[config.mk]
export PLATFORM = sky130hd
export DESIGN_NAME = bbox_from_projected_points_top
export DESIGN_NICKNAME = d
export VERILOG_FILES = /design/src/bfpp_pkg.sv /design/src/bfpp_front.sv /design/src/bfpp_fifo.sv /design/src/bfpp_back.sv /design/src/bbox_from_projected_points_top.sv
export SDC_FILE = /design/constraint.sdc
export NUM_CORES = 2
export LEC_CHECK = 0
export BUFFER_PORTS_ARGS = -buffer_cell sky130_fd_sc_hd__clkbuf_2
export CORE_UTILIZATION = 67
export CTS_CLUSTER_DIAMETER = 40
export DETAILED_ROUTE_END_ITERATION = 16
export PLACE_DENSITY = 0.85
export SLEW_MARGIN = 0
export SYNTH_ARGS = -nofsm -noshare
export SYNTH_HDL_FRONTEND = slang
export SYNTH_SLANG_ARGS = --single-unit
[constraint.sdc]
create_clock -name i_clk -period 56.7 [get_ports i_clk]
set_input_delay 11.34 -clock i_clk [delete_from_list [all_inputs] [get_ports i_clk]]
set_output_delay 11.34 -clock i_clk [all_outputs]
set_load 0.02 [all_outputs]
[src/bfpp_pkg.sv]
// package: shared constants and types for the bounding box block
`default_nettype none
package bfpp_pkg;

    localparam int DIM_BITS     = 14;
    localparam int RATIO_BITS   = 12;
    localparam int RATIO_FRAC   = 8;
    localparam int CFG_IDX_BITS = 2;

    typedef enum logic [CFG_IDX_BITS-1:0] {
        CFG_IMG_W      = 2'd0,
        CFG_IMG_H      = 2'd1,
        CFG_ROI_ENABLE = 2'd2,
        CFG_GROW_RATIO = 2'd3
    } t_cfg_idx;

    typedef struct packed {
        logic [DIM_BITS-1:0]   img_w;
        logic [DIM_BITS-1:0]   img_h;
        logic                  roi_enable;
        logic [RATIO_BITS-1:0] grow_ratio;
    } t_cfg;

    localparam logic [DIM_BITS-1:0]   RST_IMG_W      = 14'd1920;
    localparam logic [DIM_BITS-1:0]   RST_IMG_H      = 14'd1080;
    localparam logic                  RST_ROI_ENABLE = 1'b0;
    localparam logic [RATIO_BITS-1:0] RST_GROW_RATIO = 12'd0;

endpackage
`default_nettype wire

[src/bfpp_front.sv]
// front end: running min/max accumulation per frame, emits one frame record on the last item
`default_nettype none
module bfpp_front #(
    parameter int COORD_BITS = 20
) (
    input  wire                         i_clk,
    input  wire                         i_rst_n,
    input  wire                         i_accept,
    input  wire signed [COORD_BITS-1:0] i_point_x,
    input  wire signed [COORD_BITS-1:0] i_point_y,
    input  wire                         i_point_ok,
    input  wire                         i_last_point,
    output logic                        o_rec_push,
    output logic signed [COORD_BITS-1:0] o_min_x,
    output logic signed [COORD_BITS-1:0] o_min_y,
    output logic signed [COORD_BITS-1:0] o_max_x,
    output logic signed [COORD_BITS-1:0] o_max_y,
    output logic                        o_bad
);
    localparam logic signed [COORD_BITS-1:0] CoordMax = {1'b0, {(COORD_BITS-1){1'b1}}};
    localparam logic signed [COORD_BITS-1:0] CoordMin = {1'b1, {(COORD_BITS-1){1'b0}}};

    logic signed [COORD_BITS-1:0] r_min_x, r_min_y, r_max_x, r_max_y;
    logic signed [COORD_BITS-1:0] n_min_x, n_min_y, n_max_x, n_max_y;
    logic                         r_bad, n_bad;
    logic                         upd;
    logic                         frame_end;

    always_comb begin
        upd       = i_accept & i_point_ok;
        frame_end = i_accept & i_last_point;
        o_min_x   = (upd && (i_point_x < r_min_x)) ? i_point_x : r_min_x;
        o_min_y   = (upd && (i_point_y < r_min_y)) ? i_point_y : r_min_y;
        o_max_x   = (upd && (i_point_x > r_max_x)) ? i_point_x : r_max_x;
        o_max_y   = (upd && (i_point_y > r_max_y)) ? i_point_y : r_max_y;
        o_bad     = r_bad | (i_accept & ~i_point_ok);
        o_rec_push = frame_end;
        if (frame_end) begin
            n_min_x = CoordMax;
            n_min_y = CoordMax;
            n_max_x = CoordMin;
            n_max_y = CoordMin;
            n_bad   = 1'b0;
        end else begin
            n_min_x = o_min_x;
            n_min_y = o_min_y;
            n_max_x = o_max_x;
            n_max_y = o_max_y;
            n_bad   = o_bad;
        end
    end

    always_ff @(posedge i_clk) begin
        if (!i_rst_n) begin
            r_min_x <= CoordMax;
            r_min_y <= CoordMax;
            r_max_x <= CoordMin;
            r_max_y <= CoordMin;
            r_bad   <= 1'b0;
        end else begin
            r_min_x <= n_min_x;
            r_min_y <= n_min_y;
            r_max_x <= n_max_x;
            r_max_y <= n_max_y;
            r_bad   <= n_bad;
        end
    end

endmodule
`default_nettype wire

[src/bfpp_fifo.sv]
// short queue of frame records between front and back
`default_nettype none
module bfpp_fifo #(
    parameter int WIDTH = 121
) (
    input  wire              i_clk,
    input  wire              i_rst_n,
    input  wire              i_push,
    input  wire [WIDTH-1:0]  i_data,
    output logic             o_full,
    input  wire              i_pop,
    output logic [WIDTH-1:0] o_data,
    output logic             o_empty
);
    localparam int Depth  = 4;
    localparam int PtrW   = $clog2(Depth);
    localparam int CountW = $clog2(Depth + 1);

    logic [WIDTH-1:0]  r_mem [Depth];
    logic [PtrW-1:0]   r_wr_ptr, r_rd_ptr;
    logic [CountW-1:0] r_count;
    logic              do_push, do_pop;

    always_comb begin
        o_full  = (r_count == CountW'(Depth));
        o_empty = (r_count == '0);
        do_push = i_push & ~o_full;
        do_pop  = i_pop & ~o_empty;
        o_data  = r_mem[r_rd_ptr];
    end

    always_ff @(posedge i_clk) begin
        if (!i_rst_n) begin
            r_wr_ptr <= '0;
            r_rd_ptr <= '0;
            r_count  <= '0;
        end else begin
            if (do_push) begin
                r_wr_ptr <= r_wr_ptr + 1'b1;
            end
            if (do_pop) begin
                r_rd_ptr <= r_rd_ptr + 1'b1;
            end
            if (do_push && !do_pop) begin
                r_count <= r_count + 1'b1;
            end else if (do_pop && !do_push) begin
                r_count <= r_count - 1'b1;
            end
        end
    end

    always_ff @(posedge i_clk) begin
        if (do_push) begin
            r_mem[r_wr_ptr] <= i_data;
        end
    end

endmodule
`default_nettype wire

[src/bfpp_back.sv]
// back end: six stage pipeline from frame record to clipped box and roi
`default_nettype none
module bfpp_back #(
    parameter int COORD_BITS = 20,
    parameter int FRAC_BITS  = 4
) (
    input  wire                          i_clk,
    input  wire                          i_rst_n,
    input  wire bfpp_pkg::t_cfg          i_cfg,
    input  wire                          i_rec_valid,
    input  wire signed [COORD_BITS-1:0]  i_min_x,
    input  wire signed [COORD_BITS-1:0]  i_min_y,
    input  wire signed [COORD_BITS-1:0]  i_max_x,
    input  wire signed [COORD_BITS-1:0]  i_max_y,
    input  wire                          i_bad,
    input  wire signed [COORD_BITS-1:0]  i_target_x,
    input  wire signed [COORD_BITS-1:0]  i_target_y,
    output logic                         o_rec_pop,
    input  wire                          i_pop,
    output logic                         o_empty,
    output logic                         o_box_valid,
    output logic [bfpp_pkg::DIM_BITS-1:0] o_area_x,
    output logic [bfpp_pkg::DIM_BITS-1:0] o_area_y,
    output logic [bfpp_pkg::DIM_BITS-1:0] o_area_w,
    output logic [bfpp_pkg::DIM_BITS-1:0] o_area_h,
    output logic                         o_roi_valid,
    output logic [bfpp_pkg::DIM_BITS-1:0] o_roi_x,
    output logic [bfpp_pkg::DIM_BITS-1:0] o_roi_y,
    output logic [bfpp_pkg::DIM_BITS-1:0] o_roi_w,
    output logic [bfpp_pkg::DIM_BITS-1:0] o_roi_h,
    output logic signed [COORD_BITS-1:0] o_target_out_x,
    output logic signed [COORD_BITS-1:0] o_target_out_y
);
    import bfpp_pkg::*;

    localparam int CB   = COORD_BITS;
    localparam int DB   = DIM_BITS;
    localparam int WW   = ((CB > DB + FRAC_BITS) ? CB : DB + FRAC_BITS) + 2;
    localparam int PW   = DB + RATIO_BITS;
    localparam int SW   = PW + 2;
    localparam int HS   = RATIO_FRAC + 1;
    localparam int RXW  = SW - HS;
    localparam int RWW  = PW + 1 - RATIO_FRAC;
    localparam int CW   = ((RXW > RWW) ? RXW : RWW) + 2;
    localparam logic [WW-1:0]   OneM1   = WW'((1 << FRAC_BITS) - 1);
    localparam logic [PW:0]     RoundUp = (PW+1)'((1 << RATIO_FRAC) - 1);

    logic en;

    // stage 1: classify frame and clip fixed point box
    logic                 r_s1_vld, r_s1_ok;
    logic [WW-1:0]        r_s1_cx0, r_s1_cx1, r_s1_cy0, r_s1_cy1;
    logic signed [CB-1:0] r_s1_tx, r_s1_ty;
    logic signed [WW-1:0] e_min_x, e_min_y, e_max_x, e_max_y, lim_x, lim_y;
    logic signed [WW-1:0] n_s1_cx0, n_s1_cx1, n_s1_cy0, n_s1_cy1;
    logic                 n_s1_ok;

    // stage 2: integer origin and size
    logic                 r_s2_vld, r_s2_ok;
    logic [WW-1:0]        r_s2_ax, r_s2_aw, r_s2_ay, r_s2_ah;
    logic signed [CB-1:0] r_s2_tx, r_s2_ty;

    // stage 3: integer area against image
    logic                 r_s3_vld, r_s3_ok;
    logic [DB-1:0]        r_s3_ax, r_s3_aw, r_s3_ay, r_s3_ah;
    logic signed [CB-1:0] r_s3_tx, r_s3_ty;
    logic [WW:0]          sx, sy, x2a, y2a, iwa, iha;
    logic                 ne_xa, ne_ya, keep_a;

    // stage 4: growth products
    logic                 r_s4_vld, r_s4_ok, r_s4_rv;
    logic [DB-1:0]        r_s4_ax, r_s4_aw, r_s4_ay, r_s4_ah;
    logic [PW-1:0]        r_s4_px, r_s4_py;
    logic signed [CB-1:0] r_s4_tx, r_s4_ty;

    // stage 5: roi edges
    logic                  r_s5_vld, r_s5_ok, r_s5_rv;
    logic [DB-1:0]         r_s5_ax, r_s5_aw, r_s5_ay, r_s5_ah;
    logic signed [RXW-1:0] r_s5_rx, r_s5_ry;
    logic [RWW-1:0]        r_s5_rw, r_s5_rh;
    logic signed [CB-1:0]  r_s5_tx, r_s5_ty;
    logic signed [SW-1:0]  dx, dy;
    logic [PW:0]           gw, gh;

    // stage 6: output register
    logic                  r_s6_vld, r_s6_ok, r_s6_rv;
    logic [DB-1:0]         r_s6_ax, r_s6_aw, r_s6_ay, r_s6_ah;
    logic [DB-1:0]         r_s6_rx, r_s6_rw, r_s6_ry, r_s6_rh;
    logic signed [CB-1:0]  r_s6_tx, r_s6_ty;
    logic signed [CW-1:0]  x1r, y1r, sxr, syr, x2r, y2r, iwr, ihr;
    logic                  ne_xr, ne_yr, keep_r;

    always_comb begin
        en        = ~r_s6_vld | i_pop;
        o_rec_pop = en & i_rec_valid;
        o_empty   = ~r_s6_vld;

        e_min_x = WW'(i_min_x);
        e_min_y = WW'(i_min_y);
        e_max_x = WW'(i_max_x);
        e_max_y = WW'(i_max_y);
        lim_x   = WW'(i_cfg.img_w) << FRAC_BITS;
        lim_y   = WW'(i_cfg.img_h) << FRAC_BITS;
        n_s1_cx0 = e_min_x[WW-1] ? '0 : e_min_x;
        n_s1_cy0 = e_min_y[WW-1] ? '0 : e_min_y;
        n_s1_cx1 = (e_max_x < lim_x) ? e_max_x : lim_x;
        n_s1_cy1 = (e_max_y < lim_y) ? e_max_y : lim_y;
        n_s1_ok  = ~i_bad & (e_max_x > e_min_x) & (e_max_y > e_min_y)
                 & (n_s1_cx1 > n_s1_cx0) & (n_s1_cy1 > n_s1_cy0);

        sx    = (WW+1)'(r_s2_ax) + (WW+1)'(r_s2_aw);
        sy    = (WW+1)'(r_s2_ay) + (WW+1)'(r_s2_ah);
        iwa   = (WW+1)'(i_cfg.img_w);
        iha   = (WW+1)'(i_cfg.img_h);
        x2a   = (sx < iwa) ? sx : iwa;
        y2a   = (sy < iha) ? sy : iha;
        ne_xa = x2a > (WW+1)'(r_s2_ax);
        ne_ya = y2a > (WW+1)'(r_s2_ay);
        keep_a = r_s2_ok & ne_xa & ne_ya;

        dx = $signed(SW'(r_s4_ax) << HS) - $signed(SW'(r_s4_px));
        dy = $signed(SW'(r_s4_ay) << HS) - $signed(SW'(r_s4_py));
        gw = ((PW+1)'(r_s4_aw) << RATIO_FRAC) + (PW+1)'(r_s4_px) + RoundUp;
        gh = ((PW+1)'(r_s4_ah) << RATIO_FRAC) + (PW+1)'(r_s4_py) + RoundUp;

        x1r = r_s5_rx[RXW-1] ? '0 : CW'(r_s5_rx);
        y1r = r_s5_ry[RXW-1] ? '0 : CW'(r_s5_ry);
        sxr = CW'(r_s5_rx) + $signed(CW'(r_s5_rw));
        syr = CW'(r_s5_ry) + $signed(CW'(r_s5_rh));
        iwr = $signed(CW'(i_cfg.img_w));
        ihr = $signed(CW'(i_cfg.img_h));
        x2r = (sxr < iwr) ? sxr : iwr;
        y2r = (syr < ihr) ? syr : ihr;
        ne_xr  = x2r > x1r;
        ne_yr  = y2r > y1r;
        keep_r = r_s5_rv & ne_xr & ne_yr;

        o_box_valid    = r_s6_ok;
        o_area_x       = r_s6_ax;
        o_area_y       = r_s6_ay;
        o_area_w       = r_s6_aw;
        o_area_h       = r_s6_ah;
        o_roi_valid    = r_s6_rv;
        o_roi_x        = r_s6_rx;
        o_roi_y        = r_s6_ry;
        o_roi_w        = r_s6_rw;
        o_roi_h        = r_s6_rh;
        o_target_out_x = r_s6_tx;
        o_target_out_y = r_s6_ty;
    end

    always_ff @(posedge i_clk) begin
        if (!i_rst_n) begin
            r_s1_vld <= 1'b0;
            r_s2_vld <= 1'b0;
            r_s3_vld <= 1'b0;
            r_s4_vld <= 1'b0;
            r_s5_vld <= 1'b0;
            r_s6_vld <= 1'b0;
        end else if (en) begin
            r_s1_vld <= i_rec_valid;
            r_s2_vld <= r_s1_vld;
            r_s3_vld <= r_s2_vld;
            r_s4_vld <= r_s3_vld;
            r_s5_vld <= r_s4_vld;
            r_s6_vld <= r_s5_vld;
        end
    end

    always_ff @(posedge i_clk) begin
        if (en) begin
            r_s1_ok  <= n_s1_ok;
            r_s1_cx0 <= n_s1_cx0;
            r_s1_cx1 <= n_s1_cx1;
            r_s1_cy0 <= n_s1_cy0;
            r_s1_cy1 <= n_s1_cy1;
            r_s1_tx  <= i_target_x;
            r_s1_ty  <= i_target_y;

            r_s2_ok <= r_s1_ok;
            r_s2_ax <= r_s1_cx0 >> FRAC_BITS;
            r_s2_ay <= r_s1_cy0 >> FRAC_BITS;
            r_s2_aw <= (r_s1_cx1 - r_s1_cx0 + OneM1) >> FRAC_BITS;
            r_s2_ah <= (r_s1_cy1 - r_s1_cy0 + OneM1) >> FRAC_BITS;
            r_s2_tx <= r_s1_tx;
            r_s2_ty <= r_s1_ty;

            r_s3_ok <= r_s2_ok;
            r_s3_ax <= keep_a ? DB'(r_s2_ax) : '0;
            r_s3_ay <= keep_a ? DB'(r_s2_ay) : '0;
            r_s3_aw <= keep_a ? DB'(x2a - (WW+1)'(r_s2_ax)) : '0;
            r_s3_ah <= keep_a ? DB'(y2a - (WW+1)'(r_s2_ay)) : '0;
            r_s3_tx <= r_s2_tx;
            r_s3_ty <= r_s2_ty;

            r_s4_ok <= r_s3_ok;
            r_s4_rv <= r_s3_ok & i_cfg.roi_enable & (r_s3_aw != '0) & (r_s3_ah != '0);
            r_s4_ax <= r_s3_ax;
            r_s4_ay <= r_s3_ay;
            r_s4_aw <= r_s3_aw;
            r_s4_ah <= r_s3_ah;
            r_s4_px <= PW'(r_s3_aw) * PW'(i_cfg.grow_ratio);
            r_s4_py <= PW'(r_s3_ah) * PW'(i_cfg.grow_ratio);
            r_s4_tx <= r_s3_tx;
            r_s4_ty <= r_s3_ty;

            r_s5_ok <= r_s4_ok;
            r_s5_rv <= r_s4_rv;
            r_s5_ax <= r_s4_ax;
            r_s5_ay <= r_s4_ay;
            r_s5_aw <= r_s4_aw;
            r_s5_ah <= r_s4_ah;
            r_s5_rx <= RXW'(dx >>> HS);
            r_s5_ry <= RXW'(dy >>> HS);
            r_s5_rw <= RWW'(gw >> RATIO_FRAC);
            r_s5_rh <= RWW'(gh >> RATIO_FRAC);
            r_s5_tx <= r_s4_tx;
            r_s5_ty <= r_s4_ty;

            r_s6_ok <= r_s5_ok;
            r_s6_rv <= r_s5_rv;
            r_s6_ax <= r_s5_ax;
            r_s6_ay <= r_s5_ay;
            r_s6_aw <= r_s5_aw;
            r_s6_ah <= r_s5_ah;
            r_s6_rx <= keep_r ? DB'(x1r) : '0;
            r_s6_ry <= keep_r ? DB'(y1r) : '0;
            r_s6_rw <= keep_r ? DB'(x2r - x1r) : '0;
            r_s6_rh <= keep_r ? DB'(y2r - y1r) : '0;
            r_s6_tx <= r_s5_ok ? r_s5_tx : '0;
            r_s6_ty <= r_s5_ok ? r_s5_ty : '0;
        end
    end

endmodule
`default_nettype wire

[src/bbox_from_projected_points_top.sv]
// top level: config registers, point accumulator, frame queue and box pipeline
//
// Takes one projected point per clock while full is low; full rises only while
// the four-entry frame queue is full, which happens when results are not being
// popped. The item flagged last closes the frame and yields one result via the
// frame queue and five pipeline stages plus the output register (these stall
// together while it holds an unpopped result). Back-to-back single-point frames
// also run at one item per cycle while full is low. Configuration writes are
// always ready and take effect the next cycle; write them only while idle.
`default_nettype none
module bbox_from_projected_points_top #(
    parameter int COORD_BITS = 20,
    parameter int FRAC_BITS  = 4
) (
    input  wire                                   i_clk,
    input  wire                                   i_rst_n,
    input  wire                                   i_cfg_valid,
    output logic                                  o_cfg_ready,
    input  wire [bfpp_pkg::CFG_IDX_BITS-1:0]      i_cfg_index,
    input  wire [bfpp_pkg::DIM_BITS-1:0]          i_cfg_data,
    input  wire                                   push,
    output logic                                  full,
    input  wire signed [COORD_BITS-1:0]           i_point_x,
    input  wire signed [COORD_BITS-1:0]           i_point_y,
    input  wire                                   i_point_ok,
    input  wire signed [COORD_BITS-1:0]           i_target_x,
    input  wire signed [COORD_BITS-1:0]           i_target_y,
    input  wire                                   i_last_point,
    output logic                                  empty,
    input  wire                                   pop,
    output logic                                  o_box_valid,
    output logic [bfpp_pkg::DIM_BITS-1:0]         o_area_x,
    output logic [bfpp_pkg::DIM_BITS-1:0]         o_area_y,
    output logic [bfpp_pkg::DIM_BITS-1:0]         o_area_w,
    output logic [bfpp_pkg::DIM_BITS-1:0]         o_area_h,
    output logic                                  o_roi_valid,
    output logic [bfpp_pkg::DIM_BITS-1:0]         o_roi_x,
    output logic [bfpp_pkg::DIM_BITS-1:0]         o_roi_y,
    output logic [bfpp_pkg::DIM_BITS-1:0]         o_roi_w,
    output logic [bfpp_pkg::DIM_BITS-1:0]         o_roi_h,
    output logic signed [COORD_BITS-1:0]          o_target_out_x,
    output logic signed [COORD_BITS-1:0]          o_target_out_y
);
    import bfpp_pkg::*;

    localparam int RecW = 6 * COORD_BITS + 1;

    t_cfg r_cfg;
    t_cfg n_cfg;

    logic                         accept;
    logic                         rec_push;
    logic signed [COORD_BITS-1:0] f_min_x, f_min_y, f_max_x, f_max_y;
    logic                         f_bad;
    logic [RecW-1:0]              q_in, q_out;
    logic                         q_full, q_empty, q_pop;
    logic signed [COORD_BITS-1:0] b_min_x, b_min_y, b_max_x, b_max_y;
    logic signed [COORD_BITS-1:0] b_tx, b_ty;
    logic                         b_bad;

    always_comb begin
        o_cfg_ready = 1'b1;
        n_cfg       = r_cfg;
        if (i_cfg_valid) begin
            case (t_cfg_idx'(i_cfg_index))
                CFG_IMG_W:      n_cfg.img_w      = i_cfg_data;
                CFG_IMG_H:      n_cfg.img_h      = i_cfg_data;
                CFG_ROI_ENABLE: n_cfg.roi_enable = i_cfg_data[0];
                CFG_GROW_RATIO: n_cfg.grow_ratio = i_cfg_data[RATIO_BITS-1:0];
                default:        n_cfg = r_cfg;
            endcase
        end
    end

    always_ff @(posedge i_clk) begin
        if (!i_rst_n) begin
            r_cfg.img_w      <= RST_IMG_W;
            r_cfg.img_h      <= RST_IMG_H;
            r_cfg.roi_enable <= RST_ROI_ENABLE;
            r_cfg.grow_ratio <= RST_GROW_RATIO;
        end else begin
            r_cfg <= n_cfg;
        end
    end

    assign full   = q_full;
    assign accept = push & ~q_full;

    bfpp_front #(
        .COORD_BITS (COORD_BITS)
    ) u_front (
        .i_clk        (i_clk),
        .i_rst_n      (i_rst_n),
        .i_accept     (accept),
        .i_point_x    (i_point_x),
        .i_point_y    (i_point_y),
        .i_point_ok   (i_point_ok),
        .i_last_point (i_last_point),
        .o_rec_push   (rec_push),
        .o_min_x      (f_min_x),
        .o_min_y      (f_min_y),
        .o_max_x      (f_max_x),
        .o_max_y      (f_max_y),
        .o_bad        (f_bad)
    );

    assign q_in = {f_min_x, f_min_y, f_max_x, f_max_y, f_bad, i_target_x, i_target_y};

    bfpp_fifo #(
        .WIDTH (RecW)
    ) u_queue (
        .i_clk   (i_clk),
        .i_rst_n (i_rst_n),
        .i_push  (rec_push),
        .i_data  (q_in),
        .o_full  (q_full),
        .i_pop   (q_pop),
        .o_data  (q_out),
        .o_empty (q_empty)
    );

    assign {b_min_x, b_min_y, b_max_x, b_max_y, b_bad, b_tx, b_ty} = q_out;

    bfpp_back #(
        .COORD_BITS (COORD_BITS),
        .FRAC_BITS  (FRAC_BITS)
    ) u_back (
        .i_clk          (i_clk),
        .i_rst_n        (i_rst_n),
        .i_cfg          (r_cfg),
        .i_rec_valid    (~q_empty),
        .i_min_x        (b_min_x),
        .i_min_y        (b_min_y),
        .i_max_x        (b_max_x),
        .i_max_y        (b_max_y),
        .i_bad          (b_bad),
        .i_target_x     (b_tx),
        .i_target_y     (b_ty),
        .o_rec_pop      (q_pop),
        .i_pop          (pop),
        .o_empty        (empty),
        .o_box_valid    (o_box_valid),
        .o_area_x       (o_area_x),
        .o_area_y       (o_area_y),
        .o_area_w       (o_area_w),
        .o_area_h       (o_area_h),
        .o_roi_valid    (o_roi_valid),
        .o_roi_x        (o_roi_x),
        .o_roi_y        (o_roi_y),
        .o_roi_w        (o_roi_w),
        .o_roi_h        (o_roi_h),
        .o_target_out_x (o_target_out_x),
        .o_target_out_y (o_target_out_y)
    );

endmodule
`default_nettype wire
---- Yosys cells after proc, flatten, opt, wreduce, memory -nomap -nowiden ----
Memories as Yosys holds them, arrays and structs flattened. A register that Yosys moved wholly into a read port is not among the register bits.
Index checks and enable logic that the tools add are counted.
word-level totals
  input port bits ......................... 103
  memories kept ........................... 1
  logic and storage cells ................. 184
  output and inout port bits .............. 157
  register bits after elaboration ......... 950
  bits in writable memories ............... 484
memories
  name           words  bits a word  read ports  clocked after Yosys merged registers in  wr ports  RTL line         RTL
  u_queue.r_mem  4      121          1           1                                        1         bfpp_fifo.sv:19  logic [WIDTH-1:0] r_mem [Depth];
operators by class
  magnitude comparators ................... 18
  reduce and logical (&&, ||, !) cells .... 18
  bitwise logic cells ..................... 26
  eq/ne operators ......................... 4
  multiply operators ...................... 2
  add/subtract/negate cells ............... 22
  mux-type cells .......................... 20
operator list
  cell                     number
  $gt A20 B20 Y1           4
  $mux W20                 4
  $mux W19                 4
  $sub A14 B14 Y14         4
  $add A22 B26 Y27         2
  $add A27 B8 Y27 const B  2
  $sub A23 B26 Y27         2
  $mul A14 B12 Y26         2
  $gt A23 B18 Y1           2
  $lt A23 B14 Y1           2
  $add A22 B4 Y22 const B  2
  $gt A22 B22 Y1           2
  $mux W22                 2
  $sub A22 B22 Y22         2
  $add A18 B20 Y21         2
  $gt A21 B19 Y1           2
  $lt A21 B15 Y1           2
  $mux W21                 2
  $lt A20 B19 Y1           2
  $lt A20 B20 Y1           2
  $add A18 B18 Y19         2
  $mux W18                 2
  $reduce_bool A14 Y1      2
  $and A1 B1 Y1            18
  18 further kinds         38

---- Longest topological paths before layout ----
  depth after elaboration ................. 9
  mapped depth ............................ 36

---- Cells and area by module ----
Synthesis repeated with hierarchy kept, for this count alone.
second synthesis, totals
  cell total of the unflattened synthesis .. 5,766
  area total of the unflattened synthesis .. 76,324.5 µm²
modules (own cells, without submodules)
  module                          times used  cells each  area an instance (µm²)
  bfpp_back                       1           4,296       50,950.1
  bfpp_fifo                       1           680         18,024.8
  bfpp_front                      1           623         5,699.2
  bbox_from_projected_points_top  1           167         1,650.3

---- Worst setup path after synthesis ----
No wires, ideal clock.
  path kind ............................... input-to-reg
  from .................................... input port pop
  to ...................................... register u_queue.r_count[2]
  stages on the path ...................... 9
  arrival ................................. 31.165 ns
  data required time ...................... 56.624 ns
  setup time .............................. 0.076 ns
  path slack .............................. 25.459 ns
  cells stage by stage .................... nor2_1 inv_1 o31ai_1 ha_1 inv_1 fa_1 xor2_1 or3_1 a21boi_0
between the ends
  longest elaborated chain between the ends .. 6
ends and longest elaborated chain
  item                                           RTL line                              RTL
  from (decl)                                    bbox_from_projected_points_top.sv:30  input wire pop,
  $or A1 B1 Y1 (*)                               bfpp_back.sv:94                       en = ~r_s6_vld | i_pop;
  $and A1 B1 Y1 (*)                              bfpp_back.sv:95                       o_rec_pop = en & i_rec_valid;
  $and A1 B1 Y1 (*)                              bfpp_fifo.sv:28                       do_pop = i_pop & ~o_empty;
  $logic_not A1 Y1                               bfpp_fifo.sv:44                       if (do_push && !do_pop) begin
  $logic_and A1 B1 Y1                            bfpp_fifo.sv:44
  $mux W3 or $reduce_bool A2 Y1 (tied branches)  n/a
  to (signal assigned)                           bfpp_fifo.sv:45                       r_count <= r_count + 1'b1;
  to (signal assigned)                           bfpp_fifo.sv:47                       r_count <= r_count - 1'b1;
  to (decl)                                      bfpp_fifo.sv:21                       logic [CountW-1:0] r_count;
Every way passes the cells marked *; elsewhere a longest branch is shown, timed or not.
A chain may end at the register's enable or synchronous reset.

---- Final worst setup path ----
  from .................................... input port pop
  to ...................................... register u_back.r_s4_ty[3] (enable)
between the ends
  longest elaborated chain between the ends .. 1
ends and longest elaborated chain
  item                  RTL line          RTL
  $or A1 B1 Y1          bfpp_back.sv:94
  to (signal assigned)  bfpp_back.sv:205  r_s4_ty <= r_s3_ty;
  to (decl)             bfpp_back.sv:74   logic signed [CB-1:0] r_s4_tx, r_s4_ty;
Every way passes these cells.

==> out/metrics.cfg <==
[critical_path]
r2r_start=u_back.r_s5_ry[0]
worstSetupPathType=input port to register
reg2reg_to=u_back.o_roi_w[7]
worst-endpoint-arrival_ps=15950
worstPathRequired_ps=57110
endpoint_kind=register
r2r.worst_path.cells=33
r2r_setup_slack_ps=47840
critPathLaunchType=input port
path_max_fanout=124

[timing]
skew_ps=38.1
hold_viol=0
setup-tns-final_ps=0
post-route-period-util=0.274
worst_pin_slew_ps=1160
setup_violations=0
period_needed_ps=15540
max_freq_mhz=64.4
slew_viol_final=0
slew_headroom=0.223
setup_ws_ps=41160
rsz0062_at_grt=false
hold_ws_ps=398

[route]
drt-total-wl_mm=184
via_per_inst=6.27
drt-wirelength-per-cell_um=23.4
drt-pass1-iter-count=8
vias=49200
dr.first_iter.drc_count=5389
ant_nets=0
drc=0

[clocking]
cts-resized-gates=0
cts_root_buf=clkbuf_16
insertion_delay_ps=800
clk_path_buf_depth=3
ctsHoldBuffers=0
cts_buffers=164
clkSlewWorstSetupHoldPaths_ps=60
cts_tree=done
cts_setup_buffers=0
htree_levels=4
cts.sinks=1420

[yosys]
syn_area_per_cell_um2=12.9
synth_top_area_cell=edfxtp_1
yosys_warnings=0
yosys.area_share.simple=0.0909
synth_edf_count=1283
syn_area_um2=76000
synthXorXnorAreaFrac=0.0231
ys_seq_area_frac=0.543
async_reset_ff_frac=0
ys_types=97
muxShareOfSynthArea=0.0497
synth_top_area_frac=0.507
synth_fa_ha_area_frac=0.170
synth-main-ff-cell=edfxtp_1
yosys-top-cells-area=edfxtp_1 51%, ha_1 10%, fa_1 6.6%
synth_top_family_by_area=adder cells
synth_cells=5897
synth-seq-cells=1420
synth-compound-area-share=0.0823

[power]
ir_drop_v=0.0000331
power_density_nw_per_um2=45.8
p_leak_nw=36.4

[final_layout]
layout_commonest_cell=edfxtp_1
finalInstanceArea_um2=84600
layout_common_cells=1283 x edfxtp_1, 633 x ha_1, 623 x inv_1, 483 x nand2_1, 285 x nor2_1
nets=7182
synthToLayoutAreaGrowth_pct=11.4
utilization=0.752
drive_gt1_frac=0.133

[global_routing]
grt_use_total=0.321
grt_pass1_wl_mm=281
grt_pass1_vias=50000
grt_start_max_net_pins=125
overflow=0
antenna_found_initial=7

[floorplanning]
core_um2=112000
dieWidth_um=339
placementRows=123
start_util=0.675
ios=260
die_area_um2=115000
fp.dieH_um=339

[placement]
globalplace.congestion=0.938
pre_cts_slack_ps=40390
placed_area_um2=78900
portBuffers=258
dp_hpwl_mm=124

[worst_hold_path]
min_path_type=register to register
hold_depth=0
hold_path_end=u_back.r_s4_ay[7]
min_from=u_back.r_s3_ay[7]

[flow_run]
max_cap_violations=0

[outcome]
status=finished clean

[cells in the mapped netlist (all sizes together), types with 10 or more instances]
library cell and instances:
o21a 46, nand4 47, inv 624, and3 29, xor2 59, nor2 295, a21oi 227, and2 184
mux4 119, nor3b 10, a21o 132, mux2i 19, clkbuf 151, nor2b 59, edfxtp 1283, ha 633
o21bai 28, a211oi 30, a31oi 16, nor3 66, o211ai 63, a21boi 52, o21ai 248, mux2 78
o31ai 11, dfxtp 137, nand2 483, or3 19, xnor2 141, o31a 11, nor4 18, nand3 95
nand2b 80, buf 31, fa 249
[through the flow]
step           cells  power [mW]
2_1_floorplan   5898        2.40
3_3_place_gp    7531        2.68
3_5_place_dp    7531        2.74
4_1_cts         7841        3.86
5_1_grt         7842        4.06
6_report        7845        3.88
[power by group]
| group | switching [mW] | internal, mW |
|---|---|---|
| Sequential | 0.0972 | 1.37 |
| Combinational | 0.773 | 0.549 |
| Clock | 0.465 | 0.621 |
[registers in the layout, summed over array words and instances, names as in the netlist, 26 cells and up, named ones only]
| register | count |
|---|---|
| u_queue.r_mem | 484 |
| r_cfg | 41 |
| u_back.r_s4_px | 26 |
| u_back.r_s4_py | 26 |
[per-layer routing]
| metal | global-route usage | vias to the layer above | share of wire |
|---|---|---|---|
| met5 | 0 | - | 0.00039 |
| met4 | 0.139 | 12 | 0.045 |
| met3 | 0.0642 | 562 | 0.097 |
| met2 | 0.530 | 2670 | 0.48 |
| met1 | 0.416 | 24100 | 0.38 |
| li1 | - | 21800 | - |
[worst max-delay path, cell delays in order]
cell and delay (ps):
clkbuf_2 70, nor2_1 140, inv_8 480, buf_4 860, buf_4 860, buf_4 880
buf_4 900
[layout make-up]
| cell class | count | area, um^2 |
|---|---|---|
| inverter | 624 | 2350 |
| antenna | 4 | 10.0 |
| clock buffer | 191 | 4280 |
| tap | 1500 | 1880 |
| timing repair buffer | 315 | 1720 |
| fill | 6630 | 27900 |
| multi-input combinational | 3672 | 31700 |
| clock inverter | 119 | 1420 |
| sequential | 1420 | 41300 |
[how the worst max path moves through the flow]
stage / startpoint / cells after the start / slack, ps / endpoint
2_1_floorplan: pop / 9 / 25460 / u_queue.r_count[2]
3_3_place_gp: pop / 7 / 40550 / u_back.o_target_out_y[0]
3_5_place_dp: pop / 7 / 40390 / u_back.o_target_out_y[3]
4_1_cts: pop / 7 / 41220 / u_back.r_s4_ty[8]
5_1_grt: pop / 7 / 40910 / u_back.r_s4_ty[8]
6_report: pop / 7 / 41160 / u_back.r_s4_ty[3]
[cells by family after synthesis]
| group | count (synthesis) |
|---|---|
| buf+inv | 806 |
| xor+xnor | 200 |
| compound gates | 951 |
| other cells | 2 |
| fa+ha+maj | 882 |
| simple gates | 1420 |
| flops | 1420 |
| mux | 216 |
(Power assumes the default switching activity.)
